==> config.mk <==
export PLATFORM = sky130hd
export DESIGN_NAME = pit3_ctrl
export DESIGN_NICKNAME = d
export VERILOG_FILES = /design/src/rtl/pit3_pkg.sv /design/src/rtl/pit3_ctrl.sv
export SDC_FILE = /design/constraint.sdc
export NUM_CORES = 1
export LEC_CHECK = 0
export BUFFER_PORTS_ARGS = -buffer_cell sky130_fd_sc_hd__buf_2
export CAP_MARGIN = 20
export CORE_AREA = 2 2 39 41
export DETAILED_ROUTE_END_ITERATION = 12
export DIE_AREA = 0 0 41 43
export MAX_ROUTING_LAYER = met4
export SETUP_SLACK_MARGIN = 0.15
export SLEW_MARGIN = 30
export SYNTH_ARGS = -nofsm -noshare
export SYNTH_HDL_FRONTEND = slang
export SYNTH_SLANG_ARGS = --single-unit
==> constraint.sdc <==
create_clock -name clock -period 2.81 [get_ports clock]
set_clock_uncertainty 0.2 [all_clocks]
set_input_delay 0.1405 -clock clock [delete_from_list [all_inputs] [get_ports clock]]
set_output_delay 0.1405 -clock clock [all_outputs]
set_load 0.01 [all_outputs]
==> src/rtl/pit3_pkg.sv <==
package pit3_pkg;

   localparam int COORD_BITS    = 16;
   localparam int VERTEX_BITS   = 3 * COORD_BITS;
   localparam int DIFF_BITS     = COORD_BITS + 1;
   localparam int PROD_BITS     = 2 * DIFF_BITS;
   localparam int CROSS_BITS    = PROD_BITS + 1;
   localparam int DOT_BITS      = 2 * CROSS_BITS;
   localparam int SUM_BITS      = DOT_BITS + 2;
   localparam int CSR_ADDR_BITS = 2;
   localparam int PIPE_STAGES   = 5;

   typedef enum logic [CSR_ADDR_BITS-1:0] {
      REG_VERTEX_A = 2'd0,
      REG_VERTEX_B = 2'd1,
      REG_VERTEX_C = 2'd2
   } pit3_csr_type;

   // packing matches the vertex registers: z high, x low
   typedef struct packed {
      logic signed [COORD_BITS-1:0] z;
      logic signed [COORD_BITS-1:0] y;
      logic signed [COORD_BITS-1:0] x;
   } pit3_vec_type;

   typedef struct packed {
      logic signed [DIFF_BITS-1:0] z;
      logic signed [DIFF_BITS-1:0] y;
      logic signed [DIFF_BITS-1:0] x;
   } pit3_diff_type;

   typedef struct packed {
      logic signed [CROSS_BITS-1:0] z;
      logic signed [CROSS_BITS-1:0] y;
      logic signed [CROSS_BITS-1:0] x;
   } pit3_cross_type;

   typedef struct packed {
      logic signed [COORD_BITS-1:0] point_x;
      logic signed [COORD_BITS-1:0] point_y;
      logic signed [COORD_BITS-1:0] point_z;
   } pit3_req_type;

   typedef struct packed {
      logic inside_res;
      logic degenerate;
   } pit3_rsp_type;

   typedef struct packed {
      logic s1_load;
      logic s2_load;
      logic s3_load;
      logic s4_load;
      logic s5_load;
   } pit3_adv_type;

   function automatic logic signed [DIFF_BITS-1:0] sub_coord(
      input logic signed [COORD_BITS-1:0] a,
      input logic signed [COORD_BITS-1:0] b
   );
      return DIFF_BITS'(a) - DIFF_BITS'(b);
   endfunction

   function automatic pit3_diff_type sub_vec(input pit3_vec_type a, input pit3_vec_type b);
      pit3_diff_type r;
      r.x = sub_coord(a.x, b.x);
      r.y = sub_coord(a.y, b.y);
      r.z = sub_coord(a.z, b.z);
      return r;
   endfunction

   function automatic logic signed [PROD_BITS-1:0] mul_diff(
      input logic signed [DIFF_BITS-1:0] a,
      input logic signed [DIFF_BITS-1:0] b
   );
      return PROD_BITS'(a) * PROD_BITS'(b);
   endfunction

   function automatic logic signed [CROSS_BITS-1:0] sub_prod(
      input logic signed [PROD_BITS-1:0] a,
      input logic signed [PROD_BITS-1:0] b
   );
      return CROSS_BITS'(a) - CROSS_BITS'(b);
   endfunction

   function automatic logic signed [DOT_BITS-1:0] mul_cross(
      input logic signed [CROSS_BITS-1:0] a,
      input logic signed [CROSS_BITS-1:0] b
   );
      return DOT_BITS'(a) * DOT_BITS'(b);
   endfunction

endpackage

==> src/rtl/pit3_ctrl.sv <==
module pit3_ctrl
   import pit3_pkg::*;
(
   input  logic         clock,
   input  logic         reset,
   input  logic         req_valid,
   output logic         req_ready,
   output logic         rsp_valid,
   input  logic         rsp_ready,
   output pit3_adv_type adv
);

   logic [PIPE_STAGES-1:0] valid_ff;
   logic [PIPE_STAGES-1:0] valid_in;
   logic [PIPE_STAGES:0]   ready;

   // a stage takes a new item when it is empty or its item moves on
   always_comb begin
      ready[PIPE_STAGES] = rsp_ready;
      for (int i = PIPE_STAGES - 1; i >= 0; i--) begin
         ready[i] = !valid_ff[i] || ready[i+1];
      end
      valid_in[0] = ready[0] ? req_valid : valid_ff[0];
      for (int i = 1; i < PIPE_STAGES; i++) begin
         valid_in[i] = ready[i] ? valid_ff[i-1] : valid_ff[i];
      end
   end

   always_ff @(posedge clock) begin
      if (reset) begin
         valid_ff <= '0;
      end else begin
         valid_ff <= valid_in;
      end
   end

   assign req_ready   = ready[0];
   assign rsp_valid   = valid_ff[PIPE_STAGES-1];
   assign adv.s1_load = ready[0];
   assign adv.s2_load = ready[1];
   assign adv.s3_load = ready[2];
   assign adv.s4_load = ready[3];
   assign adv.s5_load = ready[4];

endmodule

==> flow_summary.toml, run 1 <==
[placement]
post-place-ws_ps = 1610
gp_congestion = 0.707
dpl.hpwl_um = 364
io_buffers = 10

[grt]
grt_pass1_wl_um = 821
antenna_found_initial = 0
grt_usage_pct = 7.62
grt_max_degree = 8
gr-total-overflow = 0
grt_pass1_vias = 213

[die]
die_y_um = 43
start_util_pct = 15.6
die_x_um = 41
io_pins = 11
core_mm2 = 0.00138
die-area_mm2 = 0.00176
rows = 14

[cts]
cts_tree = "built"
cts_buffer_depth = 2
path_clk_slew_ps = 40
cts.sinks = 5
cts_resized = 0
clock_latency_ps = 240
htree_levels = 1
cts_made_buffers = 3
cts_root_buffer = "clkbuf_4"

[logic_synthesis]
ys_types = 14
yosysWarnings = 0
synth.top_cell.area_share_pct = 46.5
ys_seq_elements = 5
synth-edff-count = 0
synth_area_per_cell_um2 = 9.36
synth_common_cells = "dfxtp_1 (5), inv_1 (3), a21oi_1 (2), inv_2 (2), nand2b_1 (2)"
synth_top_area_cell = "dfxtp_1"
netlist_area_um2 = 215
seq_area_frac_synth_pct = 46.5
ys.flop_type = "dfxtp_1"
synth_nets = 27
netlist_top_cells_area = "dfxtp_1 (47%), o41ai_2 (7.6%), nand2b_1 (5.8%)"
yosysMostFrequentCell = "dfxtp_1"
async_flop_share_pct = 0
synth_cells = 23

[timing]
tightest_slew_ps = 206
setup_slack_ps = 1370
slew_headroom_pct = 86.1
setup_viol = 0
max_freq_mhz = 692
finalHoldViolations = 0
slew_violations = 0
period_minus_slack_ps = 1440
rsz0062_at_grt = "no"
setup_tns_ps = 0
final.period_utilization_pct = 51.4

[cells_and_area]
final_nets = 43
largest_register_ffs = 5
reg_top3 = "valid_ff x5"
drive_gt1_share_pct = 44.7
insertedDiodeCount = 0
regMostFlops = "valid_ff"
postLayoutCoreUtil_pct = 23.4
area_growth_pct = 50.6

[setup_path]
critPathArrivalTime_ps = 1100
ff2ff_setup_slack_ps = 1760
worstPathRequired_ps = 2470
cpPeakStageDelay_ps = 360
r2r_start = "valid_ff[4]$_SDFFE_PP0P_"
crit_start = "valid_ff[4]$_SDFFE_PP0P_"
path_max_fanout = 4
slowest_stage = "dfxtp_1"
crit_chain = "and4b_1 > nand3_1 > buf_2"
cp-start-kind = "flop"
critPathTopFamily = "flip-flops"
worstSetupPathType = "flop to output pin"
crit_path_end_kind = "output pin"
crit_buf_inv = 1

[route]
drt_iter0_markers = 4
via_count = 212
wirelength_um = 454
drt_pass1_iterations = 3
wl_per_cell_um = 8.41
ant_nets = 0
route.detailed.drc = 0
viasPerCell = 3.93

[outcome]
status = "finished clean"

[power]
power_leakage_nw = 0.126
power.density_mw_per_mm2 = 520
peakVddDrop_v = 0.000154

[hold_path]
min_path_type = "input pin to flop"
hp-start = "rsp_ready"

[flow_run]
maxCapViolations = 0
-- cell type report --
| class | instances | area [um2] |
|---|---|---|
| clock buffer | 4 | 26.3 |
| fill | 162 | 1060 |
| inverter | 5 | 18.8 |
| multi-input combinational | 12 | 88.8 |
| sequential | 5 | 100 |
| tap | 16 | 20.0 |
| timing repair buffer | 12 | 70.1 |
-- routing by layer --
| layer | up-vias | wire length (um) | track usage, % |
|---|---|---|---|
| li1 | 109 | - | - |
| met1 | 94 | 200 | 8.06 |
| met2 | 7 | 203 | 9.69 |
| met3 | 2 | 29 | 3.14 |
| met4 | 0 | 21 | 8.00 |
| met5 | - | 0 | - |
-- metrics by stage --
step                instances  power [mW]  cell area, um2  hold WS [ps]
floorplan                  23      0.0802             215          2.94
global placement           48      0.0848             278           192
detailed placement         48      0.0849             278           191
CTS                        54       0.171             324          29.0
global route               54       0.177             324          57.2
finish                     54       0.168             324          32.7
-- worst paths after layout --
kind	endpoint	cells past startpoint
max	adv[4]	3
min	valid_ff[4]$_SDFFE_PP0P_	3
max reg2reg	valid_ff[2]$_SDFFE_PP0P_	3
min reg2reg	valid_ff[4]$_SDFFE_PP0P_	2
-- where the power goes --
part	switching (mW)	internal, mW	total, mW
Clock	0.0291	0.0537	0.0828
Combinational	0.00420	0.00607	0.0103
Sequential	0.00185	0.0734	0.0753
-- worst register-to-register path: stages (launching register included) --
cell,delay (ps)
dfxtp_1,360
and4b_1,260
inv_2,60
a21oi_2,120
-- placed cells by master (no fill, tap or decap) --
| cell | instances |
|---|---|
| a21oi_1 | 2 |
| nand4b_1 | 1 |
| nand3_1 | 1 |
| nand3b_1 | 1 |
| dfxtp_1 | 5 |
| buf_2 | 10 |
| dlygate4sd3_1 | 2 |
| inv_1 | 3 |
| o22ai_1 | 1 |
| inv_2 | 2 |
| and4b_1 | 1 |
| a21oi_2 | 1 |
| clkbuf_1 | 1 |
| nand2_1 | 1 |
| nand2b_1 | 2 |
| clkbuf_4 | 3 |
| o41ai_2 | 1 |
-- what timing repair did --
| item | in CTS | in global routing |
|---|---|---|
| hold endpoints to repair | 5 | 0 |
| buffers inserted | 0 | 0 |
| hold buffers | 2 | 0 |
-- logic make-up (layout without fill, tap and decap cells) --
family / after synthesis / in the layout / share of synthesized area [%]
AOI/OAI and AO/OA: 5 / 5 / 19.2
DFF: 5 / 5 / 46.5
and+or+nand+nor: 7 / 7 / 22.1
buffers and inverters: 6 / 21 / 12.2
Note: power is estimated with default switching activity, not from simulation.
==> run 2, diff against run 1 <==
==> constraint.sdc (replaced) <==
create_clock -name clock -period 1.3 [get_ports clock]
set_clock_uncertainty 0.2 [all_clocks]
set_input_delay 0.065 -clock clock [delete_from_list [all_inputs] [get_ports clock]]
set_output_delay 0.065 -clock clock [all_outputs]
set_load 0.01 [all_outputs]
==> flow_summary.toml, run 2 (same netlist as run 1, synthesis figures left out) <==
[route]
viasPerCell = 3.74
ant_nets = 0
route.detailed.drc = 0
drt_iter0_markers = 2
wirelength_um = 513
wl_per_cell_um = 8.84
via_count = 217
drt_pass1_iterations = 2

[grt]
grt_usage_pct = 6.91
grt_pass1_vias = 204
grt_pass1_wl_um = 752
antenna_found_initial = 0
grt_max_degree = 8
gr-total-overflow = 0

[flow_run]
maxCapViolations = 0

[cells_and_area]
postLayoutCoreUtil_pct = 27.9
layout_commonest_cell = "buf_2"
postLayoutCellArea_um2 = 387
area_growth_pct = 79.7
drive_gt1_share_pct = 61.9
insertedDiodeCount = 0
regMostFlops = "valid_ff"
reg_top3 = "valid_ff x5"
instances_no_fill = 58
largest_register_ffs = 5
final_nets = 47
layout.cells.most_common_list = "buf_2 (7), buf_6 (4)"

[setup_path]
worstPathRequired_ps = 1030
crit_path_end_kind = "output pin"
critPathArrivalTime_ps = 1070
crit_chain = "and4b_2 > nand3_2 > buf_6"
slowest_stage = "dfxtp_2"
worstSetupPathType = "flop to output pin"
ff2ff_setup_slack_ps = 130
critPathTopFamily = "simple AND/OR/NAND/NOR gates"
crit_buf_inv = 1
cpPeakStageDelay_ps = 330
cp-start-kind = "flop"
path_max_fanout = 3

[timing]
tightest_slew_ps = 208
max_freq_mhz = 749
setup_tns_ps = -70.0
slew_violations = 0
setup_slack_ps = -35.1
finalHoldViolations = 2
final.period_utilization_pct = 103
setup_viol = 2
holdWs_ps = -64.5
period_minus_slack_ps = 1340
rsz0062_at_grt = "yes"
slew_headroom_pct = 86.0

[cts]
cts_buffer_depth = 2
cts_tree = "built"
htree_levels = 1
cts.sinks = 5
cts_made_buffers = 3
clock_latency_ps = 240
cts_hold_buf = 2
cts_root_buffer = "clkbuf_4"
path_clk_slew_ps = 40

[power]
p_sw_mw = 0.0748
peakVddDrop_v = 0.000443
pwr-share-comb_pct = 6.7
internal-power_mw = 0.289
totalPowerFinal_mw = 0.364
power_leakage_nw = 0.159
clkPwrFrac_pct = 48.4
pwr-share-seq_pct = 44.9
power.density_mw_per_mm2 = 942
switching_share_pct = 20.5

[outcome]
violations = "hold timing, setup timing"
status = "finished, violations left"

[placement]
placed_cell_area_um2 = 284
dpl.hpwl_um = 411
gp_congestion = 0.675
io_buffers = 10
dp_cells = 48
post-place-ws_ps = 197

[die]
start_util_pct = 15.6
rows = 14
io_pins = 11
die-area_mm2 = 0.00176
core_mm2 = 0.00138
die_x_um = 41
die_y_um = 43

[hold_path]
min_path_type = "input pin to flop"
==> run 2: changes by cell type in the layout (fill, tap and decap cells not counted) <==
cell	delta
and4b_1	-1
and4b_2	+1
buf_2	-3
buf_4	+3
buf_6	+4
dfxtp_1	-3
dfxtp_2	+3
nand3_1	-1
nand3_2	+1
==> run 2: repair_timing <==
| item | 4_1_cts | 5_1_grt |
|---|---|---|
| gates resized for setup | 3 | 4 |
| setup buffers | 1 | 3 |
| setup endpoints to repair | 5 | 6 |
| pin swaps | 3 | 3 |
| hold endpoints to repair | 5 | 2 |
==> run 2: area by class of cell <==
cell class              count  area (um2)
multi-input cells          12        95.1
inverters                   5        18.8
well taps                  16        20.0
clock buffers               4        26.3
fillers                   156         997
flip-flops and latches      5         104
repair buffers             16         123
==> run 2: layer usage <==
| layer | vias to the layer above | GRT usage (%) | share of wire, % |
|---|---|---|---|
| met3 | 0 | 4.71 | 5.5 |
| li1 | 115 | - | - |
| met5 | - | - | 0 |
| met4 | 0 | 6.00 | 0 |
| met2 | 5 | 9.06 | 51 |
| met1 | 97 | 6.47 | 43 |
==> run 2: power groups by stage <==
| stage | sequential (mW) | clock [mW] | combinational [mW] |
|---|---|---|---|
| after global placement | 0.166 | 0 | 0.0183 |
| after global routing | 0.164 | 0.198 | 0.0264 |
| final | 0.164 | 0.176 | 0.0244 |
| after floorplan | 0.165 | 0 | 0.00880 |
| after CTS | 0.164 | 0.188 | 0.0234 |
| after detailed placement | 0.166 | 0 | 0.0189 |
==> run 2: path summary, 6_finish.rpt <==
| path | startpoint | endpoint | depth (start not counted) |
|---|---|---|---|
| hold / removal | rsp_ready | valid_ff[4]$_SDFFE_PP0P_ | 3 |
| setup / recovery | valid_ff[2]$_SDFFE_PP0P_ | adv[4] | 3 |
| setup reg to reg | valid_ff[4]$_SDFFE_PP0P_ | valid_ff[1]$_SDFFE_PP0P_ | 4 |
| hold reg to reg | valid_ff[1]$_SDFFE_PP0P_ | valid_ff[2]$_SDFFE_PP0P_ | 2 |
==> run 2: worst reg2reg max path, stage by stage, from the launching register on <==
cell      delay [ps]
dfxtp_2          330
buf_4            100
nand3b_1         110
buf_4            160
o41ai_2          180
